## src/rtl/qru_pkg.sv

```systemverilog
// Shared types and constants for the quaternion rotation unit pipeline.
package qru_pkg;

  typedef enum logic [1:0] {
    OP_MUL  = 2'd0,
    OP_ROT  = 2'd1,
    OP_AXES = 2'd2
  } op_t;

  typedef struct packed {
    logic valid;
    op_t  op;
  } qru_ctl_t;

  localparam int unsigned NPROD = 16;
  localparam int unsigned NRES  = 9;
  localparam int unsigned NROT  = 9;

  localparam int unsigned QW = 0;
  localparam int unsigned QX = 1;
  localparam int unsigned QY = 2;
  localparam int unsigned QZ = 3;

  localparam int unsigned VX = 0;
  localparam int unsigned VY = 1;
  localparam int unsigned VZ = 2;

  function automatic int unsigned sum_width(input int unsigned cw, input int unsigned fb);
    return ((2 * cw > fb + 1) ? 2 * cw : fb + 1) + 4;
  endfunction

endpackage

```

## src/rtl/qru_final.sv

```systemverilog
// Fourth pipeline stage: rotation combine, saturation and the output register.
module qru_final import qru_pkg::*; #(
  parameter int unsigned CW = 16,
  parameter int unsigned FB = 12
) (
  input  logic                   clk,
  input  logic                   rst,
  input  logic                   en,
  input  qru_ctl_t               ctl_in,
  input  logic signed [CW-1:0]   res_in [NRES],
  input  logic                   clip_in,
  input  logic signed [2*CW-1:0] rprod [NROT],
  output qru_ctl_t               ctl,
  output logic signed [CW-1:0]   res [NRES],
  output logic                   clip
);

  localparam int unsigned PW = 2 * CW;
  localparam int unsigned SW = sum_width(CW, FB);
  localparam logic signed [SW-1:0] HALF = SW'(1) << (FB - 1);
  localparam logic signed [SW-1:0] CMAX = {{(SW - CW + 1){1'b0}}, {(CW - 1){1'b1}}};
  localparam logic signed [SW-1:0] CMIN = ~CMAX;

  function automatic logic signed [SW-1:0] rnd(input logic signed [PW-1:0] p);
    logic signed [SW-1:0] t;
    t = SW'(p) + HALF;
    return t >>> FB;
  endfunction

  function automatic logic signed [CW-1:0] sat(input logic signed [SW-1:0] v);
    if (v > CMAX) begin
      return CMAX[CW-1:0];
    end else if (v < CMIN) begin
      return CMIN[CW-1:0];
    end
    return v[CW-1:0];
  endfunction

  logic signed [SW-1:0] w [3];
  logic signed [CW-1:0] res_next [NRES];
  logic                 clip_next;

  always_comb begin
    for (int i = 0; i < 3; i++) begin
      w[i] = rnd(rprod[i]) + ((rnd(rprod[3 + i]) + rnd(rprod[6 + i])) <<< 1);
    end
    res_next  = res_in;
    clip_next = clip_in;
    case (ctl_in.op)
      OP_ROT: begin
        for (int i = 0; i < NRES; i++) begin
          res_next[i] = '0;
        end
        for (int i = 0; i < 3; i++) begin
          res_next[i] = sat(w[i]);
          clip_next   = clip_next | (w[i] > CMAX) | (w[i] < CMIN);
        end
      end
      default: begin
      end
    endcase
  end

  always_ff @(posedge clk) begin
    if (rst) begin
      ctl <= '0;
    end else if (en) begin
      ctl <= ctl_in;
    end
  end

  always_ff @(posedge clk) begin
    if (en) begin
      res  <= res_next;
      clip <= clip_next;
    end
  end

endmodule

```

## config.mk

```make
export PLATFORM = sky130hd
export DESIGN_NAME = qru_final
export DESIGN_NICKNAME = d
export VERILOG_FILES = /design/src/rtl/qru_pkg.sv /design/src/rtl/qru_final.sv
export SDC_FILE = /design/constraint.sdc
export NUM_CORES = 1
export LEC_CHECK = 0
export ABC_AREA = 0
export BUFFER_PORTS_ARGS = -buffer_cell sky130_fd_sc_hd__buf_4
export CAP_MARGIN = 20
export CORE_AREA = 2 2 228 230
export CTS_CLUSTER_DIAMETER = 80
export DETAILED_ROUTE_END_ITERATION = 8
export DIE_AREA = 0 0 230 232
export PLACE_DENSITY = 0.53
export SLEW_MARGIN = 20
export SYNTH_ARGS = -nofsm -noshare
export SYNTH_HDL_FRONTEND = slang
export SYNTH_SLANG_ARGS = --single-unit
```

## constraint.sdc

```tcl
create_clock -name clk -period 7.34 [get_ports clk]
set_input_delay 0.734 -clock clk [delete_from_list [all_inputs] [get_ports clk]]
set_output_delay 0.734 -clock clk [all_outputs]
set_load 0.1 [all_outputs]
```

Yosys cells after proc, flatten, opt, wreduce, memory -nomap -nowiden
Cells that the tools add are included.
Widths: inputs -> output; s select.
{ "word_totals": {"latchBits": 0, "mem_bits_ro": 0, "ff_bits": 148, "n_memories": 0, "ram_bits": 0, "wordCells": 60, "out_inout_bits": 148} }
{ "op_classes": {"add_sub_neg": 15, "eq_ne": 1, "bitwise": 6, "div_mod_pow": 0, "multipliers": 0, "n_mux": 20, "shift": 0, "n_reduce_logical": 0, "magnitude_cmp": 6} }
{ "ops": {"columns": ["op", "n"], "rows": [
  ["$add 32x13->33 const B", 9],
  ["$mux 144", 1],
  ["$mux 16", 9],
  ["$add 21x23->24", 3],
  ["$gt 24x16->1 const B", 3],
  ["$lt 24x16->1 const B", 3],
  ["$add 21x21->22", 3],
  ["$mux 1", 10],
  ["$or 1x1->1", 6],
  ["$eq 2x1->1 const B", 1]
]} }

Longest topological paths before layout
{ "logic_depth": {"ltp_word": 11, "ltp_mapped": 27, "mapped_depth_nobuf": 26} }

Worst setup path before layout
No wires, ideal clock.
{ "synth_timing": {"path_kind": "input port to flip-flop", "startpoint": "input port rprod[11] in the netlist's numbering", "endpoint": "register res[107] in the netlist's numbering (data pin)", "setup_ns": 0.146, "arrival_time_ns": 5.943, "path_slack_ns": 1.251, "path_stages": 25, "required_time_ns": 7.194, "cell_sequence": "ha_1 xor2_1 ha_1 a21o_1 a21oi_1 o21bai_1 a2111oi_1 nor3b_1 o31a_1 or4_1 and3_1 nor3_1 xnor2_1 ha_1 o21ai_0 o21bai_1 a21o_1 a2111oi_0 a21oi_1 xnor2_1 or4_1 o21ai_2 buf_6 nand2_1 a21oi_1"} }
{ "synth_rtl": {"columns": ["element", "line", "rtl"], "rows": [
  ["from (decl)", "qru_final.sv:12", "input logic signed [2*CW-1:0] rprod [NROT],"],
  ["to (signal assigned)", "qru_final.sv:74", "res <= res_next;"],
  ["to (decl)", "qru_final.sv:14", "output logic signed [CW-1:0] res [NRES],"]
]} }

==> flow_summary.toml <==
[sta]
setup_viol = 0
period_share = 0.8853
post-route-min-period_ps = 6498
slew_viol_final = 0
hold_ws_ps = 439.0
rsz0062_at_grt = "false"
setup-tns-final_ps = 0
fin_skew_ps = 0
maxSlewHeadroom = 0.3382
worst_pin_slew_ps = 992.7
max_freq_mhz = 153.9
final_hold_viol_count = 0

[clocking]
htree_levels = 4
clkSinkCount = 148
cts_setup_buffers = 0
cts_hold_buf = 0
path_clk_slew_ps = 80
clockBufferDepth = 2
cts_resized = 0
cts_root_buffer = "clkbuf_16"
clk_latency_ps = 480
cts_tree = "done"
cts_buffers = 17

[final_layout]
fillerInstances = 5285
drive_above_1_share = 0.2596
final_cells = 2869
syn_to_final_growth_pct = 33.80
nets = 2754
final_util = 0.3909

[synth]
async_flop_share = 0
ys_seq_elements = 148
yosys_most_used_dff = "edfxtp_1"
yosys.area.top_type = "edfxtp_1"
netlist_area_um2 = 14870
synth_area_per_cell_um2 = 8.822
synth-seq-area-share = 0.2969
ys_types = 74
yosys_warnings = 0
synth_top_area_frac = 0.2929
synth.net_count = 2268
synth_area_leaders = "edfxtp_1 29%, ha_1 12%, xnor2_1 11%, xor2_1 5.2%, and2_1 4.8%"
synth_edf_count = 145
synth_cells = 1685

[job]
drv_cap = 0

[floorplanning]
core_um2 = 50890
start_util = 0.2921
rows = 83
die_x_um = 230
pin_count = 587
die_area_um2 = 53360
die_h_um = 232

[routing]
routedWlPerCell_um = 17.46
vias_per_cell = 4.917
drc_errors = 0
drtAntennaViolNets = 0
drt-total-wl_um = 50090
dr.first_iter.drc_count = 698
vias = 14110
dr.pass1.iters = 5

[setup_path]
cp.required_ps = 7560
max_stage_delay_ps = 580
endpoint_kind = "register"
cp_common_cell = "ha_1"
criticalPathCategory = "in -> reg"
cp_data_arrival_time_ps = 6720
slowest_stage = "or4_4"
cpLargestDelayFamily = "simple AND/OR/NAND/NOR gates"
path_buf_inv = 2
cp_max_fo = 14
startpoint_type = "primary input"

[status]
status = "finished clean"

[grt]
antenna_found_initial = 6
overflow = 0
grt_pass1_wl_um = 76310
top_usage_layer = "met2"
use_met3 = 0.04862
grtUsageTotal = 0.1842
grt_max_degree = 101
grtUsageMet2 = 0.3277
grt_pass1_vias = 13990
globalRouteMet1Util = 0.2157

[power_and_ir_drop]
pwr_density_cell_nw_per_um2 = 219.5
ir_drop_mv = 0.1231
leakage_uw = 0.008562

[place]
portBuffers = 487
placedCellCount = 2832
dp_hpwl_um = 41130
gp_congestion = 0.8629

[hold_path]
holdCritPathClass = "in -> reg"
## synthesized netlist by cell type, drive strengths merged (22+ instances only)
| cell type | count |
|---|---|
| xnor2 | 186 |
| nand2 | 151 |
| edfxtp | 145 |
| nor2 | 140 |
| a21oi | 139 |
| ha | 138 |
| and2 | 114 |
| xor2 | 88 |
| nand3 | 81 |
| and3 | 50 |
| inv | 49 |
| o21ai | 45 |
| nand4 | 36 |
| a21o | 34 |
| nor3 | 31 |
| o21a | 22 |
## layout make-up
cell class,count,area (um2),area share
timing repair buffer,495,3720,0.1870
inverter,49,183.9,0.009247
multi-input combinational,1460,10140,0.5097
antenna,5,12.51,0.0006291
clock buffer,17,425.4,0.02139
sequential,148,4414,0.2219
tap,680,850.8,0.04278
clock inverter,15,146.4,0.007360
## metrics by stage
step,total power [uW],setup slack [ps],instance area [um2]
final,4366,841.6,19890
after global routing,4652,378.9,19890
after CTS,4427,928.8,19880
after detailed placement,3493,430.4,19310
after global placement,3468,482.9,19310
after floorplan,2854,1251,14870
## placed cells by master, fill, tap and decap left out, types with 6 or more instances in the layout
| master | instances |
|---|---|
| nor2_1 | 140 |
| a21o_1 | 34 |
| and4_1 | 14 |
| clkbuf_16 | 17 |
| a21oi_1 | 131 |
| o21a_1 | 22 |
| ha_1 | 138 |
| inv_1 | 49 |
| a211oi_1 | 12 |
| and3_1 | 50 |
| edfxtp_1 | 145 |
| xor2_1 | 88 |
| nor4_1 | 8 |
| o211ai_1 | 9 |
| nor2b_1 | 14 |
| a31o_2 | 6 |
| nand2b_1 | 11 |
| a31oi_1 | 15 |
| and2_1 | 113 |
| nand2_1 | 151 |
| buf_4 | 494 |
| or3_1 | 8 |
| o21bai_1 | 19 |
| a21oi_2 | 7 |
| o21ai_0 | 40 |
| or2_2 | 10 |
| nor3_1 | 31 |
| fa_1 | 6 |
| nand4_1 | 36 |
| xnor2_1 | 186 |
| nand3_1 | 81 |
## power breakdown
| group | total [uW] | switching [uW] | internal, uW | leakage [uW] |
|---|---|---|---|---|
| sequential | 1050 | 24.4 | 1030 | 0.00144 |
| clock | 894 | 422 | 473 | 0.000264 |
| combinational | 2420 | 1570 | 849 | 0.00686 |
| total | 4370 | 2020 | 2350 | 0.00856 |
## per-layer routing
layer  up-vias  part of all wire  wire, um
met1      6582              0.42     21080
met3        45             0.063      3166
met2       374              0.50     24870
met4         2             0.019       975
met5         -           0.00016         8
li1       7105                 -         -
## worst register-to-register path, cell delays in order (launching register included)
cell     delay, ps
dfxtp_1        320
mux2i_1        130
nor2_1          50
## kinds of logic after synthesis
family | share of synthesized area
compound gates | 0.1601
fa+ha+maj | 0.1242
simple gates | 0.2318
xor+xnor | 0.1614
flops | 0.2969
mux | 0.003367
buf+inv | 0.02214
## sequential cells by signal, summed over array words and instances (netlist names)
signal and flops:
ctl 3, res 144, clip 1
## worst paths after layout
kind | from | to | slack [ps] | cells after the start
max | rprod[76] | res[129] | 840 | 25
min | rst | ctl[0] | 440 | 2
max reg2reg | ctl[0] | ctl[0] | 6730 | 2
min reg2reg | ctl[2] | ctl[2] | 510 | 2
No activity file was read; power rests on OpenSTA's default activity.
