### src/rtl/qru_pkg.sv
// Shared types and constants for the quaternion rotation unit pipeline.
package qru_pkg;

  typedef enum logic [1:0] {
    OP_MUL  = 2'd0,
    OP_ROT  = 2'd1,
    OP_AXES = 2'd2
  } op_t;

  typedef struct packed {
    logic valid;
    op_t  op;
  } qru_ctl_t;

  localparam int unsigned NPROD = 16;
  localparam int unsigned NRES  = 9;
  localparam int unsigned NROT  = 9;

  localparam int unsigned QW = 0;
  localparam int unsigned QX = 1;
  localparam int unsigned QY = 2;
  localparam int unsigned QZ = 3;

  localparam int unsigned VX = 0;
  localparam int unsigned VY = 1;
  localparam int unsigned VZ = 2;

  function automatic int unsigned sum_width(input int unsigned cw, input int unsigned fb);
    return ((2 * cw > fb + 1) ? 2 * cw : fb + 1) + 4;
  endfunction

endpackage

### src/rtl/qru_sum.sv
// Second pipeline stage: rounding, sums and saturation of the first-level terms.
module qru_sum import qru_pkg::*; #(
  parameter int unsigned CW = 16,
  parameter int unsigned FB = 12
) (
  input  logic                   clk,
  input  logic                   rst,
  input  logic                   en,
  input  qru_ctl_t               ctl_in,
  input  logic signed [2*CW-1:0] prod [NPROD],
  input  logic signed [CW-1:0]   av_in [4],
  input  logic signed [CW-1:0]   bv_in [3],
  output qru_ctl_t               ctl,
  output logic signed [CW-1:0]   res [NRES],
  output logic                   clip,
  output logic signed [CW-1:0]   av [4],
  output logic signed [CW-1:0]   bv [3]
);

  localparam int unsigned PW = 2 * CW;
  localparam int unsigned SW = sum_width(CW, FB);
  localparam logic signed [SW-1:0] HALF = SW'(1) << (FB - 1);
  localparam logic signed [SW-1:0] CMAX = {{(SW - CW + 1){1'b0}}, {(CW - 1){1'b1}}};
  localparam logic signed [SW-1:0] CMIN = ~CMAX;
  localparam logic signed [SW-1:0] ONE  = SW'(1) << FB;

  function automatic logic signed [SW-1:0] rnd(input logic signed [PW-1:0] p);
    logic signed [SW-1:0] t;
    t = SW'(p) + HALF;
    return t >>> FB;
  endfunction

  function automatic logic signed [CW-1:0] sat(input logic signed [SW-1:0] v);
    if (v > CMAX) begin
      return CMAX[CW-1:0];
    end else if (v < CMIN) begin
      return CMIN[CW-1:0];
    end
    return v[CW-1:0];
  endfunction

  logic signed [SW-1:0] rp  [NPROD];
  logic signed [SW-1:0] dbl [NPROD];
  logic signed [SW-1:0] w   [NRES];
  logic signed [CW-1:0] sv  [NRES];
  logic                 clip_next;

  always_comb begin
    for (int i = 0; i < NPROD; i++) begin
      rp[i]  = rnd(prod[i]);
      dbl[i] = rp[i] <<< 1;
    end
    for (int i = 0; i < NRES; i++) begin
      w[i] = '0;
    end
    case (ctl_in.op)
      OP_MUL: begin
        w[0] = rp[0] - rp[1] + rp[2] + rp[3];
        w[1] = rp[4] - rp[5] + rp[6] + rp[7];
        w[2] = rp[8] - rp[9] + rp[10] + rp[11];
        w[3] = rp[12] - rp[13] - rp[14] - rp[15];
      end
      OP_ROT: begin
        w[0] = rp[12] - rp[13] - rp[14] - rp[15];
        w[1] = rp[2] + rp[6] + rp[10];
        w[2] = rp[0] - rp[1];
        w[3] = rp[4] - rp[5];
        w[4] = rp[8] - rp[9];
      end
      OP_AXES: begin
        w[0] = ONE - dbl[14] - dbl[15];
        w[1] = dbl[0] + dbl[6];
        w[2] = dbl[1] - dbl[5];
        w[3] = dbl[0] - dbl[6];
        w[4] = ONE - dbl[13] - dbl[15];
        w[5] = dbl[2] + dbl[4];
        w[6] = dbl[1] + dbl[5];
        w[7] = dbl[2] - dbl[4];
        w[8] = ONE - dbl[13] - dbl[14];
      end
      default: begin
      end
    endcase
    clip_next = 1'b0;
    for (int i = 0; i < NRES; i++) begin
      sv[i]     = sat(w[i]);
      clip_next = clip_next | (w[i] > CMAX) | (w[i] < CMIN);
    end
  end

  always_ff @(posedge clk) begin
    if (rst) begin
      ctl <= '0;
    end else if (en) begin
      ctl <= ctl_in;
    end
  end

  always_ff @(posedge clk) begin
    if (en) begin
      res  <= sv;
      clip <= clip_next;
      av   <= av_in;
      bv   <= bv_in;
    end
  end

endmodule

### config.mk
export PLATFORM = sky130hd
export DESIGN_NAME = qru_sum
export DESIGN_NICKNAME = d
export VERILOG_FILES = /design/src/rtl/qru_pkg.sv /design/src/rtl/qru_sum.sv
export SDC_FILE = /design/constraint.sdc
export NUM_CORES = 2
export LEC_CHECK = 0
export BUFFER_PORTS_ARGS = -buffer_cell sky130_fd_sc_hd__buf_2
export CAP_MARGIN = 20
export CORE_MARGIN = 3
export CORE_UTILIZATION = 25
export DETAILED_ROUTE_END_ITERATION = 12
export SLEW_MARGIN = 20
export SYNTH_ARGS = -nofsm -noshare
export SYNTH_HDL_FRONTEND = slang
export SYNTH_SLANG_ARGS = --single-unit
export TNS_END_PERCENT = 5
### constraint.sdc
create_clock -name clk -period 8.45 [get_ports clk]
set_input_delay 1.2675 -clock clk [delete_from_list [all_inputs] [get_ports clk]]
set_output_delay 1.2675 -clock clk [all_outputs]
set_load 0.01 [all_outputs]
**Word-level counts from Yosys, hierarchy flattened**

Index checks and enable logic that the tools add are counted.
W data, S select, Z words.

- Register bits after elaboration: 260
- Output and inout port bits: 260
- Logic and storage cells: 146

- $add $sub $neg: 41
- $lt $le $gt $ge: 18
- Equality and inequality tests: 2
- Muxes and demuxes: 48
- Bitwise operators: 17
- Reductions and logical operators: 1

Operators by type and width:

| cell | count |
|---|---|
| $add A32 B13 Y33 const B | 16 |
| $mux W16 | 27 |
| $pmux W144 S3 | 1 |
| $gt A36 B16 Y1 const B | 9 |
| $lt A36 B16 Y1 const B | 9 |
| $mux W144 | 1 |
| $add A22 B21 Y23 | 4 |
| $sub A21 B21 Y22 | 4 |
| $add A23 B21 Y24 | 3 |
| $pmux W36 S2 | 1 |
| $sub A23 B22 Y24 | 3 |
| $add A22 B22 Y23 | 3 |
| $sub A22 B22 Y23 | 3 |
| $sub A14 B22 Y23 const A | 2 |
| $sub A23 B21 Y24 | 1 |
| $sub A22 B21 Y23 | 1 |
| $add A21 B21 Y22 | 1 |
| $mux W1 | 18 |
| $or A1 B1 Y1 | 17 |
| $eq A2 B1 Y1 const B | 1 |
| $eq A2 B2 Y1 const B | 1 |
| $logic_not A2 Y1 | 1 |

**Longest topological paths before layout**

- Depth in word-level cells: 23
- Depth in mapped cells: 31
- Mapped depth without buffers: 30

**Worst setup path before layout**

OpenSTA, ideal clock, no wires.

- Path kind: input-to-reg
- Start point: input prod[237] (netlist bit)
- End point: register clip (data pin)
- Data arrival time: 7154 ps
- Data required time: 8173 ps
- Path slack: 1019 ps
- Stages on the path: 26
- Buffers on the path: 1
- Cell sequence: and3_1 -> nand2_1 -> or3_1 -> clkbuf_1 -> nor2_1 -> xor2_1 -> ha_1 -> a21o_1 -> a21o_1 -> a221oi_1 -> inv_1 -> or3_1 -> and2_1 -> fa_1 -> ha_1 -> a41oi_1 -> o21ai_0 -> and2_1 -> a311oi_1 -> xor2_1 -> nor2_1 -> a2111o_1 -> o31a_1 -> or4bb_1 -> nor4_1 -> nand4_1

- Longest elaborated chain between the ends: 20

RTL lines:

| element | line | text |
|---|---|---|
| from (decl) | qru_sum.sv:10 | `input logic signed [2*CW-1:0] prod [NPROD],` |
| $add A32 B13 Y33 (*) | qru_sum.sv:29 | `t = SW'(p) + HALF;` |
| $sub A21 B21 Y22 (*) | qru_sum.sv:60, qru_sum.sv:68 |  |
| $add A22 B21 Y23 | qru_sum.sv:60 | `w[2] = rp[8] - rp[9] + rp[10] + rp[11];` |
| $add A23 B21 Y24 | qru_sum.sv:60 |  |
| $pmux W144 S3 | qru_sum.sv:56 | `case (ctl_in.op)` |
| $gt A36 B16 Y1 | qru_sum.sv:87 | `clip_next = clip_next \| (w[i] > CMAX) \| (w[i] < CMIN);` |
| $or A1 B1 Y1 (5 in series) | qru_sum.sv:87 |  |
| $or A1 B1 Y1 (*) (9 in series) | qru_sum.sv:87 |  |
| named net clip_next | qru_sum.sv:46 | `logic clip_next;` |
| to (signal assigned) | qru_sum.sv:102 | `clip <= clip_next;` |
| to (decl) | qru_sum.sv:15 | `output logic clip,` |

Mark *: on every way through the listed nets, which the timed path passes. The rest lies on a longest branch.
A chain may end at the register's enable or synchronous reset.

**Worst setup path in the final report**

- Start point: input prod[461] (netlist bit)
- End point: register clip (data pin)

- Longest elaborated chain between the ends: 23

RTL lines:

| element | line | text |
|---|---|---|
| $add A32 B13 Y33 (*) | qru_sum.sv:29 |  |
| $sub A21 B21 Y22 | qru_sum.sv:58, qru_sum.sv:66 |  |
| $add A22 B21 Y23 | qru_sum.sv:58 | `w[0] = rp[0] - rp[1] + rp[2] + rp[3];` |
| $add A23 B21 Y24 | qru_sum.sv:58 |  |
| $pmux W144 S3 | qru_sum.sv:56 |  |
| $gt A36 B16 Y1 / $lt A36 B16 Y1 (equally long branches) | qru_sum.sv:87 |  |
| $or A1 B1 Y1 (12 in series) | qru_sum.sv:87 |  |
| $or A1 B1 Y1 (*) (5 in series) | qru_sum.sv:87 |  |
| named net clip_next | qru_sum.sv:46 |  |

Marks and branches as above.

==> impl_summary.log <==
[metrics] status: complete, no violations
[metrics] number of synthesized flops with an enable pin: 257
[metrics] Clock power frac: 0.164
[metrics] relative slew slack: 0.241
[metrics] share of the synthesized area in the top cell type: 0.198
[metrics] synthesized cell area: a little under 0.04 mm^2
[metrics] number of instances in the synthesized netlist: 4677
[metrics] clock skew after layout: 0 ns
[metrics] total routing usage reported by global routing: 0.218
[metrics] count of antenna-violating nets left after detailed routing: 0
[metrics] clock tree root driver cell: sky130_fd_sc_hd__clkbuf_16
[metrics] Buf+Inv Stages, Crit Path: 3
[metrics] RR Endpoint: ctl[0]
[metrics] Clock Sinks: 260
[metrics] largest area contributor in the netlist: sky130_fd_sc_hd__edfxtp_1
[metrics] count of filler cells inserted in the layout: 16655
[metrics] via count of the routed design: 39863
[metrics] arrival time at the worst endpoint: 8.22 ns
[metrics] worst supply voltage drop on vdd: approximately 0.00015 V
[metrics] total die area: 0.161 mm^2
[metrics] Logic pwr share: 0.654
[metrics] GRT Residual Overflow: 0
[metrics] max-cap violations: 0
[metrics] peak clock frequency supported by timing: 127 MHz
[metrics] fin nets: 6807
[metrics] syn nets: 5859
[metrics] startpoint types: input pin
[metrics] number of hold buffers added after cts: 0
[metrics] part of the cycle the worst path needs: 0.932
[metrics] largest net degree at the start of global routing: 99
[metrics] Critical R2R Launch: ctl[0]
[metrics] setup slack, reg-to-reg: between 7 and 8 ns
[metrics] WS Path Type: input pin to register
[metrics] number of global-route vias before repair: between 30000 and 40000
[metrics] Yosys reg bits: between 200 and 300
[metrics] cell class contributing the biggest share of worst-path delay: simple AND/OR/NAND/NOR gates
[metrics] Avg Inst Size Synth: approximately 8.3 um^2
[metrics] die outline width: ~400 um
[metrics] sort of element at the end of the critical path: register
[metrics] Post-CTS Resized: 0
[metrics] wire length of the first global-routing pass: roughly 260 mm
[metrics] DR iter-0 viols: 3375
[metrics] worst reg-to-reg path cell count: 2
[metrics] Hold Path Stages: 2
[metrics] pwr dens: 197 mW/mm^2
[metrics] HPWL reported at the end of detailed placement: 160 mm
[metrics] Core Area: between 0.15 and 0.2 mm^2
[metrics] power share of the sequential group: 0.182
[metrics] total number of H-tree levels: 2
[metrics] endpoints failing hold: 0
[metrics] floorplan row count: between 100 and 150
[metrics] CTS tree: yes
[metrics] leading cell type in the layout, fill and taps excluded: sky130_fd_sc_hd__buf_2
[metrics] slowest cell on the critical path: sky130_fd_sc_hd__fa_1
[metrics] worst endpoint required time: a little under 9 ns
[metrics] relative area change from synthesis to final layout: 24.3%
[metrics] final-layout setup total negative slack: 0 ns
[metrics] setup-violating endpoint count in the final report: 0
[metrics] Pre-antenna DRT Iters: 8
[metrics] distinct cell type count of the synthesized netlist: 101
[metrics] number of buffers on the longest clock path: 3
[metrics] synth top area cells: sky130_fd_sc_hd__edfxtp_1, sky130_fd_sc_hd__ha_1, sky130_fd_sc_hd__xnor2_1
[metrics] number of DRC violations after detailed routing: 0
[metrics] IO Pins: a little under 900
[metrics] fraction of the yosys area taken by sequential cells: 0.199
[metrics] clock slew seen by the registers of the worst setup and hold paths: 0.06 ns
[metrics] share of post-route cells with drive strength above 1: 0.210
[metrics] clock buffer count from CTS: 36
[metrics] net switching power: 0.00463 W
[metrics] Post-CTS Setup Inserts: 0
[metrics] source-to-sink clock delay at the later pin of the worst-skew pair: 0.59 ns
[metrics] placement-stage cell area: between 0.04 and 0.05 mm^2
[metrics] largest incremental delay on the critical path: around 0.50 ns
[metrics] RSZ-0062 raised after global routing: no
[metrics] Leak: around 21 nW
[metrics] routed wirelength normalized by instance count: 23.8 um
[metrics] Die Height: 401 um
[metrics] top library cells by usage in the layout, fill and taps aside: sky130_fd_sc_hd__buf_2, sky130_fd_sc_hd__ha_1, sky130_fd_sc_hd__inv_1
[metrics] number of antenna violations at the first check in global routing: 60
[metrics] crit-path max FO: 5
[metrics] Post-Route WL: 184 mm
[metrics] Port Buffer Count: 713
[metrics] internal portion of total power: ~0.005 W
[metrics] final critical path time including I/O delays and setup: 7.88 ns
[metrics] transition time at the pin with the least slew margin: about 1.1 ns
[metrics] pins over their slew limit: 0
[metrics] hold crit path type: register to register
[metrics] async set-or-reset flop fraction in the synthesized netlist: 0
[metrics] final weighted congestion of routability-driven global placement: just under 1
[metrics] detail-routed via count per cell: 5.15
[metrics] cell area after layout: roughly 0.048 mm^2
[metrics] Switching Fraction: 0.484
[metrics] primary flip-flop cell chosen by synthesis mapping: sky130_fd_sc_hd__edfxtp_1
[metrics] critical hold path startpoint: ctl[1]
[metrics] Hold Crit Endpoint: ctl[1]
[metrics] starting density of the core: 0.252
[metrics] Yosys warning total: 0
## worst reg2reg max path: cells and delay by family (launching register included)
kind | cells | cell delay [ns]
DFF | 1 | 0.31
muxes | 1 | 0.13
and+or+nand+nor | 1 | 0.05
## power groups by stage
stage	clock network, W	logic [W]	registers (W)
6_report	0.00156	0.00625	0.00174
5_1_grt	0.00169	0.00677	0.00176
4_1_cts	0.00164	0.00624	0.00175
3_5_place_dp	0	0.00621	0.00178
3_3_place_gp	0	0.00617	0.00178
2_1_floorplan	0	0.00343	0.00183
## final cells by class
class / count / area (um^2) / area share
tap: 2044 / 2560 / 0.0527
sequential: 260 / 7780 / 0.160
antenna: 40 / 100 / 0.00206
clock buffer: 38 / 908 / 0.0187
inverter: 382 / 1430 / 0.0296
multi-input combinational: 3892 / 29300 / 0.604
timing repair buffer: 1053 / 6180 / 0.127
clock inverter: 25 / 263 / 0.00542
## cell usage after synthesis (108+ instances only)
cell type,instances
sky130_fd_sc_hd__ha_1,407
sky130_fd_sc_hd__inv_1,382
sky130_fd_sc_hd__xnor2_1,372
sky130_fd_sc_hd__nand2_1,347
sky130_fd_sc_hd__nor2_1,345
sky130_fd_sc_hd__a21oi_1,320
sky130_fd_sc_hd__edfxtp_1,257
sky130_fd_sc_hd__o21ai_0,241
sky130_fd_sc_hd__xor2_1,223
sky130_fd_sc_hd__nand3_1,196
sky130_fd_sc_hd__fa_1,145
sky130_fd_sc_hd__clkbuf_1,123
sky130_fd_sc_hd__a21o_1,108
## worst max path at each step
stage	start	end	slack [ns]	cells after the start
final	prod[461]	clip	0.57	28
after global placement	prod[491]	clip	-0.1	30
after floorplan	prod[237]	clip	1.02	26
after global routing	prod[493]	clip	0.15	29
after CTS	prod[491]	clip	0.67	30
after detailed placement	prod[491]	clip	0.05	30
## state kept, by name, indices dropped and copies added, names as in the netlist
signal / cells
bv: 48
clip: 1
ctl: 3
av: 64
res: 144
## cell families (layout without fill, tap and decap cells)
| kind of cell | count (synthesis) | count (layout) | synth area share |
|---|---|---|---|
| fa+ha+maj | 552 | 552 | 0.205 |
| simple gates | 1450 | 1450 | 0.185 |
| buf+inv | 525 | 1498 | 0.0517 |
| mux | 30 | 30 | 0.00792 |
| xor+xnor | 595 | 595 | 0.134 |
| other cells | 0 | 40 | 0 |
| compound gates | 1265 | 1265 | 0.218 |
| flops | 260 | 260 | 0.199 |
## per-layer routing
metal	part of all wire	global-route usage	up-vias
met1	0.43	0.279	19065
li1	-	-	18921
met4	0.044	0.0891	36
met5	0.0012	0	-
met3	0.076	0.0522	321
met2	0.45	0.353	1520
## metrics by stage
step | instances | worst slack, ns | hold slack [ns] | power, W | utilization
2_1_floorplan | 4677 | 1.02 | 0.528 | 0.00526 | -
3_3_place_gp | 7631 | -0.0992 | 0.471 | 0.00795 | 0.305
3_5_place_dp | 7631 | 0.0519 | 0.482 | 0.00798 | 0.305
4_1_cts | 7694 | 0.665 | 0.495 | 0.00963 | 0.313
5_1_grt | 7710 | 0.148 | 0.514 | 0.0102 | 0.313
6_report | 7734 | 0.573 | 0.490 | 0.00956 | 0.314
(Power assumes the default switching activity.)
